**src/sv/mfep_pkg.sv**
```systemverilog
// ----------------------------------------------------------------------------
// mfep_pkg
// Types and constants shared by the median filter and its sorting cells.
// ----------------------------------------------------------------------------
`default_nettype none

package mfep_pkg;

  localparam int SAMPLE_W = 32;   // sample and median width
  localparam int HALF_W   = 3;    // half window register width
  localparam int SPAN_W   = 4;    // holds 2h, up to 14
  localparam int AGE_W    = 6;    // signed age offset c + d - h

  localparam logic [HALF_W-1:0] HALF_RESET = 3'd2;

  // What one sorting cell hands to the next cell down the chain.
  typedef struct packed {
    logic                       big;  // holds a value above the key, or is empty
    logic                       vld;
    logic signed [SAMPLE_W-1:0] val;
  } link_t;

endpackage

`default_nettype wire

```
**src/sv/mfep_sort_cell.sv**
```systemverilog
// ----------------------------------------------------------------------------
// mfep_sort_cell
// One cell of the insertion sorting chain: keeps one value in ascending order.
// ----------------------------------------------------------------------------
`default_nettype none

module mfep_sort_cell
  import mfep_pkg::*;
(
  input  wire logic                       clk,
  input  wire logic                       rst,
  input  wire logic                       clear,
  input  wire logic                       insert,
  input  wire logic signed [SAMPLE_W-1:0] key,
  input  wire link_t                      up,
  output link_t                           down
);

  logic                       vld;
  logic signed [SAMPLE_W-1:0] val;
  logic                       big;

  // Empty cells count as larger than any key, so the big flags form 0..0 1..1.
  assign big  = !vld || (val > key);
  assign down = '{big: big, vld: vld, val: val};

  always_ff @(posedge clk) begin
    if (rst) begin
      vld <= 1'b0;
    end else if (clear) begin
      vld <= 1'b0;
    end else if (insert && big) begin
      vld <= up.big ? up.vld : 1'b1;
    end
  end

  // First big cell takes the key, the ones after it shift down by one.
  always_ff @(posedge clk) begin
    if (insert && big) begin
      val <= up.big ? up.val : key;
    end
  end

endmodule

`default_nettype wire

```
**src/sv/median_filter_edge_padded.sv**
```systemverilog
// ----------------------------------------------------------------------------
// median_filter_edge_padded
// Sliding-window median with replicate padding at both ends of a sequence.
// ----------------------------------------------------------------------------
// Input channel (in_valid/in_stall): one signed sample per transfer, is_final
// marks the last sample of a sequence. Output channel (out_valid/out_stall):
// median_value with end_of_run set on the result for the final position.
// cfg_wr_en/cfg_wr_data set the half window h (window 2h+1, h limited to
// (MAX_WINDOW-1)/2); write it only while the block is idle.
// A sample that produces no result is taken and the block stays idle. Each
// result is made in steps: the window is fed one value per cycle into a chain
// of insertion cells (load step), a flush step lets the last value settle, and
// a pick step copies the middle cell into the output register. A final sample
// yields up to h+1 results, one after another. The next sample is taken as
// soon as the last result of the current one sits in the output register.
// A stalled result holds in the output register; the chain waits in its pick
// step until the register is free. Reset empties the sequence, sets h to 2
// and leaves the block idle and ready.
// ----------------------------------------------------------------------------
`default_nettype none

module median_filter_edge_padded
  import mfep_pkg::*;
#(
  parameter int MAX_WINDOW = 15
) (
  input  wire logic                       clk,
  input  wire logic                       rst,
  input  wire logic                       cfg_wr_en,
  input  wire logic [HALF_W-1:0]          cfg_wr_data,
  input  wire logic                       in_valid,
  output logic                            in_stall,
  input  wire logic signed [SAMPLE_W-1:0] sample,
  input  wire logic                       is_final,
  output logic                            out_valid,
  input  wire logic                       out_stall,
  output logic signed [SAMPLE_W-1:0]      median_value,
  output logic                            end_of_run
);

  localparam int CW   = $clog2(MAX_WINDOW + 1);
  localparam int AW   = (MAX_WINDOW > 1) ? $clog2(MAX_WINDOW) : 1;
  localparam int HMAX = (MAX_WINDOW - 1) / 2;

  typedef enum logic [3:0] {
    ST_IDLE  = 4'b0001,
    ST_LOAD  = 4'b0010,
    ST_FLUSH = 4'b0100,
    ST_PICK  = 4'b1000
  } state_t;

  state_t                     state, state_next;
  logic [HALF_W-1:0]          half_width;
  logic [HALF_W-1:0]          h_eff;
  logic [HALF_W-1:0]          h_cur;
  logic [HALF_W-1:0]          ctr, ctr_next;
  logic                       fin_cur;
  logic [CW-1:0]              fill, fill_new, wfill;
  logic [SPAN_W-1:0]          dpos, dpos_next;
  logic signed [SAMPLE_W-1:0] hist [MAX_WINDOW];
  logic signed [SAMPLE_W-1:0] key;
  logic                       key_vld, key_vld_next;
  logic signed [AGE_W-1:0]    age;
  logic [AW-1:0]              rd_idx;
  logic                       accept, slot_free, capture, sort_clear;
  link_t                      links [MAX_WINDOW + 1];

  assign accept    = in_valid && !in_stall;
  assign in_stall  = (state != ST_IDLE);
  assign slot_free = !out_valid || !out_stall;
  assign capture   = (state == ST_PICK) && slot_free;

  assign h_eff    = (32'(half_width) > HMAX) ? HALF_W'(HMAX) : half_width;
  assign fill_new = (32'(fill) < MAX_WINDOW) ? fill + 1'b1 : fill;

  always_ff @(posedge clk) begin
    if (rst) begin
      half_width <= HALF_RESET;
    end else if (cfg_wr_en) begin
      half_width <= cfg_wr_data;
    end
  end

  // History line, newest at index 0.
  always_ff @(posedge clk) begin
    if (accept) begin
      hist[0] <= sample;
      for (int i = 1; i < MAX_WINDOW; i++) begin
        hist[i] <= hist[i-1];
      end
    end
  end

  always_ff @(posedge clk) begin
    if (rst) begin
      fill <= '0;
    end else if (accept) begin
      fill <= is_final ? '0 : fill_new;
    end
  end

  always_ff @(posedge clk) begin
    if (accept) begin
      h_cur   <= h_eff;
      fin_cur <= is_final;
      wfill   <= fill_new;
    end
  end

  // Age of the window value at offset dpos, clamped to the written samples.
  always_comb begin
    age = $signed(AGE_W'(ctr)) + $signed(AGE_W'(dpos)) - $signed(AGE_W'(h_cur));
    if (age < 0) begin
      rd_idx = '0;
    end else if (age >= $signed(AGE_W'(wfill))) begin
      rd_idx = AW'(wfill - 1'b1);
    end else begin
      rd_idx = AW'(age);
    end
  end

  always_comb begin
    state_next   = state;
    ctr_next     = ctr;
    dpos_next    = dpos;
    key_vld_next = 1'b0;
    sort_clear   = 1'b0;
    unique case (state)
      ST_IDLE: begin
        if (accept) begin
          if (is_final) begin
            ctr_next   = (32'(fill_new) > 32'(h_eff)) ? h_eff : HALF_W'(fill_new - 1'b1);
            state_next = ST_LOAD;
            sort_clear = 1'b1;
          end else if (32'(fill_new) > 32'(h_eff)) begin
            ctr_next   = h_eff;
            state_next = ST_LOAD;
            sort_clear = 1'b1;
          end
          dpos_next = '0;
        end
      end
      ST_LOAD: begin
        key_vld_next = 1'b1;
        if (dpos == {h_cur, 1'b0}) begin
          dpos_next  = '0;
          state_next = ST_FLUSH;
        end else begin
          dpos_next = dpos + 1'b1;
        end
      end
      ST_FLUSH: begin
        state_next = ST_PICK;
      end
      ST_PICK: begin
        if (slot_free) begin
          if (fin_cur && (ctr != '0)) begin
            ctr_next   = ctr - 1'b1;
            sort_clear = 1'b1;
            state_next = ST_LOAD;
          end else begin
            state_next = ST_IDLE;
          end
        end
      end
      default: begin
        state_next = ST_IDLE;
      end
    endcase
  end

  always_ff @(posedge clk) begin
    if (rst) begin
      state   <= ST_IDLE;
      key_vld <= 1'b0;
      dpos    <= '0;
      ctr     <= '0;
    end else begin
      state   <= state_next;
      key_vld <= key_vld_next;
      dpos    <= dpos_next;
      ctr     <= ctr_next;
    end
  end

  always_ff @(posedge clk) begin
    if (state == ST_LOAD) begin
      key <= hist[rd_idx];
    end
  end

  // Insertion sorting chain.
  assign links[0] = '{big: 1'b0, vld: 1'b0, val: '0};

  for (genvar g = 0; g < MAX_WINDOW; g++) begin : g_cell
    mfep_sort_cell u_cell (
      .clk    (clk),
      .rst    (rst),
      .clear  (sort_clear),
      .insert (key_vld),
      .key    (key),
      .up     (links[g]),
      .down   (links[g+1])
    );
  end

  // Output register: hold while stalled, drop valid after the transfer.
  always_ff @(posedge clk) begin
    if (rst) begin
      out_valid <= 1'b0;
    end else if (capture) begin
      out_valid <= 1'b1;
    end else if (!out_stall) begin
      out_valid <= 1'b0;
    end
  end

  always_ff @(posedge clk) begin
    if (capture) begin
      median_value <= links[32'(AW'(h_cur)) + 1].val;
      end_of_run   <= fin_cur && (ctr == '0);
    end
  end

endmodule

`default_nettype wire

```
**config.mk**
```make
export PLATFORM = sky130hd
export DESIGN_NAME = median_filter_edge_padded
export DESIGN_NICKNAME = d
export VERILOG_FILES = /design/src/sv/mfep_pkg.sv /design/src/sv/mfep_sort_cell.sv /design/src/sv/median_filter_edge_padded.sv
export SDC_FILE = /design/constraint.sdc
export NUM_CORES = 2
export LEC_CHECK = 0
export ABC_AREA = 1
export BUFFER_PORTS_ARGS = -buffer_cell sky130_fd_sc_hd__buf_4
export CAP_MARGIN = 20
export CORE_ASPECT_RATIO = 0.75
export CORE_MARGIN = 5
export CORE_UTILIZATION = 45
export DETAILED_ROUTE_END_ITERATION = 8
export HOLD_SLACK_MARGIN = 0.12
export SLEW_MARGIN = 20
export SYNTH_ARGS = -nofsm -noshare
export SYNTH_HDL_FRONTEND = slang
export SYNTH_SLANG_ARGS = --single-unit
export TNS_END_PERCENT = 10
```
**constraint.sdc**
```tcl
create_clock -name clk -period 34.8 [get_ports clk]
set_clock_uncertainty 0.15 [all_clocks]
set_input_delay 10.44 -clock clk [delete_from_list [all_inputs] [get_ports clk]]
set_output_delay 10.44 -clock clk [all_outputs]
set_load 0.05 [all_outputs]
```
======== Word level (Yosys, flattened, before mapping) ========
Memory sizes are Yosys's and may differ from the RTL's. A register that Yosys moved wholly into a read port is not among the register bits.
Index checks and enable logic that the tools add are counted.
operators by class
  add/sub/neg operators ................... 8
  magnitude comparators ................... 20
  equal/unequal tests ..................... 12
  mux-type cells .......................... 63
  bitwise logic cells ..................... 1
  reductions and logical operators ........ 61
operator list
  cell                                                         count
  2-to-1 mux 32 bit                                            16
  greater-than comparator 32 bit                               15
  binary-select mux 34 bit (select 4 bit)                      1
  2-to-1 mux 4 bit                                             11
  >= comparator 33 x 5 -> 1 bit (second input constant)        1
  inverter 4 -> 33 bit                                         1
  2-to-1 mux 1 bit                                             24
  logical AND 1 bit                                            19
  logical NOT 1 bit                                            18
  2-to-1 mux 3 bit                                             6
  logical OR 1 bit                                             16
  one-hot mux 4 bit (4 select lines)                           1
  adder 4 x 1 -> 4 bit (second input constant)                 2
  one-hot mux 4 bit (2 select lines)                           1
  >= comparator 6 x 5 -> 1 bit                                 1
  less-than comparator 6 x 1 -> 1 bit (second input constant)  1
  != test 2 bit (second input constant)                        3
  one-hot mux 3 bit (2 select lines)                           1
  subtractor 3 x 1 -> 3 bit (second input constant)            2
  subtractor 5 x 3 -> 6 bit                                    1
  adder 3 x 4 -> 5 bit                                         1
  AND reduction 5 bit                                          1
  adder 3 x 1 -> 4 bit (second input constant)                 1
  equality test 4 x 1 -> 1 bit (second input constant)         1
  18 further kinds                                             20
storage, ports and cells
  register bits ........................... 556
  memory bits (writable) .................. 480
  output and inout port bits .............. 35
  memories ................................ 1
memories
  name  depth  bits a word  read ports  clocked after Yosys merged registers in  wr ports  RTL line                         RTL
  hist  15     32           15          1                                        15        median_filter_edge_padded.sv:60  logic signed [SAMPLE_W-1:0] hist [MAX_WINDOW];

======== Logic depth before layout (Yosys ltp) ========
  depth after elaboration ................. 8
  gate-level depth with buffers ........... 25

======== Cells and area by module ========
Synthesis repeated with hierarchy kept, for this count alone.
second synthesis, totals
  cells, all modules ...................... 6957
  area total of the unflattened synthesis .. 62083.3 µm²
modules (own cells, without submodules)
  module                                  times used  cells an instance  area each (µm²)
  median_filter_edge_padded               1           2949               28237.1
  mfep_sort_cell at g_cell[0].u_cell ...  10          264                2233.4
  mfep_sort_cell at g_cell[6].u_cell ...  4           274                2303.5
  mfep_sort_cell at g_cell[5].u_cell      1           272                2298.5

======== Worst setup path before layout ========
Ideal clock, no wire load.
  path type ............................... input-to-reg
  start ................................... input in_valid
  end ..................................... register g_cell[12].u_cell.vld
  setup time .............................. 109 ps
  data arrival time ....................... 21353 ps
  slack ................................... 13188 ps
  stages on the path ...................... 8
  path buffers ............................ 1
  path through ............................ nand2_1 inv_1 nand2_1 nand3_1 buf_4 a21oi_1 nand2_1 inv_1
on the way
  word-level cells in the longest chain between the ends .. 4
ends and longest elaborated chain
  what                                RTL line                          RTL
  start, declared                     median_filter_edge_padded.sv:31   input wire logic in_valid,
  logical AND 1 bit                   median_filter_edge_padded.sv:68   assign accept = in_valid && !in_stall;
  via accept                          median_filter_edge_padded.sv:65   logic accept, slot_free, capture, sort_clear;
  2-to-1 mux 1 bit                    median_filter_edge_padded.sv:130  if (accept) begin
  one-hot mux 1 bit (2 select lines)  median_filter_edge_padded.sv:128  unique case (state)
  OR reduction 2 bit (no line)        --
  end signal, assigned                mfep_sort_cell.sv:33              vld <= up.big ? up.vld : 1'b1;
  end, declared                       mfep_sort_cell.sv:19              logic vld;
The timed path passes the listed nets, and every way through them passes these cells.
A chain may end at the register's enable or synchronous reset.

==> results.toml <==
[die]
initial_core_util_pct = 45.3
fp.dieArea_mm2 = 0.139
row_count = 115
die_h_um = 324
io_pins = 76
die_w_um = 429
core_mm2 = 0.131

[global_route]
grt_pass1_vias = 42200
track_usage_pct = 22.1
grt_pass1_wl_um = 249000
grt_max_degree = 158
overflow = 0
antenna_found_initial = 0

[synth]
syn_nets = 6802
yosys_most_used_dff = "edfxtp_1"
synth_cell_types = 47
ys_ff_latch = 1068
synth_edf_count = 1033
async_reset_ff_share_pct = 0
yosysSeqAreaShare_pct = 53.5
ys.warnings.count = 0
netlist_instances = 6258
syn_area_mm2 = 0.0593
syn_avg_cell_area_um2 = 9.48

[routing]
wire_per_inst_um = 19.8
dr_wl_met3_um = 10900
drtAntennaViolNets = 0
routed_wl_um = 159000
drc = 0
wl_met2_um = 64600
wl_met1_um = 80800
routed_via_density = 5.64
highest_layer = "met4"
dr.pass1.iters = 6
drtIter0Drc = 5205
vias = 45300

[worst_setup_path]
criticalPathCategory = "in -> reg"
cpPeakStageDelay_ns = 0.93
cp-end-kind = "flip-flop"
crit_top_cell = "buf_4"
crit_arrival_ns = 15.15
path_delay_family = "buffers and inverters"
critPathSlowestCell = "buf_4"
crit_required_ns = 35.01
worstSetupStartpointType = "input port"
cp_cell_sequence = "buf_4 -> nand2_1 -> inv_8 -> buf_4 -> buf_4 -> buf_4 -> buf_4"
path_buf_inv = 6
worstPathMaxFanout = 123

[power]
total_power_mw = 3.33
power_density_mw_per_mm2 = 51.1
irDropWorstVdd_mv = 0.0454
p_leak_nw = 26.8

[layout]
final_util_pct = 49.7
final_cell_mix = "nand2_1, edfxtp_1, o21ai_0"
fin_nets = 6713
final_common_cell = "nand2_1"
syn2layout_area_growth_pct = 9.79
layout-drive-gt1-share_pct = 5.83
diodes = 0
design_area_mm2 = 0.0652

[placement]
place.gp.congestion = 0.832
placed_cell_area_mm2 = 0.0614
dp_hpwl_um = 105000
io_buffer_count = 75

[sta]
setup_viol = 0
rsz0062_at_grt = "no"
worstMarginPinSlew_ns = 1.19
fin_tns_setup_ns = 0
maxSlewViolCount = 0
period_share_pct = 42.9
hold_viol = 0
clock.fmax_ghz = 0.0669
final.min_clock_period_ns = 14.94
max_slew_margin_pct = 19.7
holdWs_ns = 0.276

[cts]
ctsResizeCount = 0
clk_latency_ns = 0.77
clock-sinks = 1068
h-tree-depth = 3
clockBufferDepth = 3
cts_buffers = 112
clkTransAtPathRegs_ns = 0.06
cts_tree = "built"
cts_hold_buf = 0
cts-root-buf = "clkbuf_16"
post_cts_buffers = 0

[run]
max_cap_violations = 0

[worst_hold_path]
hp-class = "reg -> reg"

[run_status]
outcome = "finished clean"
## cell usage after synthesis (5+ instances only)
master	count	area, um^2
nand2_1	1352	5070
edfxtp_1	1033	31000
o21ai_0	794	3970
nand3_1	673	3370
ha_1	500	6260
inv_1	449	1690
nor2_1	412	1550
a21oi_1	250	1250
clkbuf_1	206	773
buf_2	109	546
o22ai_1	86	538
o211ai_1	73	548
nand3b_1	66	495
nand4_1	42	263
dfxtp_1	35	701
o21a_1	23	173
nor3_1	22	110
buf_1	19	71.3
buf_4	18	135
o21bai_1	12	90.1
a21o_1	9	67.6
o21ai_1	8	40.0
o221ai_1	8	70.1
xor2_1	7	61.3
and3_1	6	37.5
buf_6	6	67.6
nand2_2	6	37.5
nor4_1	5	31.3
## report_power, final
| group | switching (mW) | total [mW] | internal (mW) |
|---|---|---|---|
| Sequential | 0.0407 | 1.56 | 1.52 |
| Clock | 0.541 | 1.19 | 0.647 |
| Combinational | 0.419 | 0.577 | 0.157 |
| Total | 1.00 | 3.33 | 2.33 |
## stage by stage
stage,cells,setup WS [ns]
6_report,8019,19.86
4_1_cts,8015,19.93
5_1_grt,8019,19.58
3_5_place_dp,7806,19.08
3_3_place_gp,7804,19.15
2_1_floorplan,6258,13.19
## worst paths after layout
check / to / depth (start not counted) / slack [ns] / start
setup / recovery: hist[0][14] / 7 / 19.86 / in_valid
setup reg to reg: key[18] / 20 / 27.78 / h_cur[0]
hold reg to reg: hist[7][19] / 0 / 0.28 / hist[6][19]
hold / removal: hist[7][19] / 0 / 0.28 / hist[6][19]
## routing by layer
layer  vias to the layer above  global-route usage, %
met5                         -                      0
met4                         0                   4.03
met3                       169                   3.14
met2                      1445                   30.9
met1                     21800                   36.3
li1                      21900                      -
## worst register-to-register path: stages (launching register included)
cell and delay (ns):
edfxtp_1 0.32, buf_4 0.72, ha_1 0.36, inv_1 0.06, ha_1 0.18, a21oi_1 0.28
nand2_1 0.11, xor2_1 0.26, ha_1 0.30, a21o_1 0.21, a21oi_4 0.21, nand3_4 0.15
nand2_4 0.49, nand2_8 0.66, nand2_4 0.73, buf_4 0.78, nand2_1 0.27, nand3_1 0.13
nand3_1 0.14, nand3_1 0.16, nand2_1 0.14
## state kept, by name, indices dropped and copies added, names as in the netlist, 15 cells and up
register and count:
g_cell.u_cell.vld 15, key 32, g_cell.u_cell.val 480, hist 480
median_value 32
## cell type report
class,instances,area [um^2]
inverters,451,1710
clock buffers,136,2890
fillers,11900,65900
clock inverters,73,676
well taps,1755,2200
repair buffers,155,1300
multi-input cells,4381,24700
flip-flops and latches,1068,31700
## cell families (layout without fill, tap and decap cells)
group                    count (synthesis)  in the layout  share of synthesized area, %
XOR/XNOR                                10             10                         0.148
adder cells (fa/ha/maj)                503            503                          10.6
buffers and inverters                  809            815                          5.54
flip-flops                            1068           1068                          53.5
AND/OR/NAND/NOR                       2595           2595                          18.7
AO/OA/AOI/OAI                         1273           1273                          11.5
(Power assumes the default switching activity.)
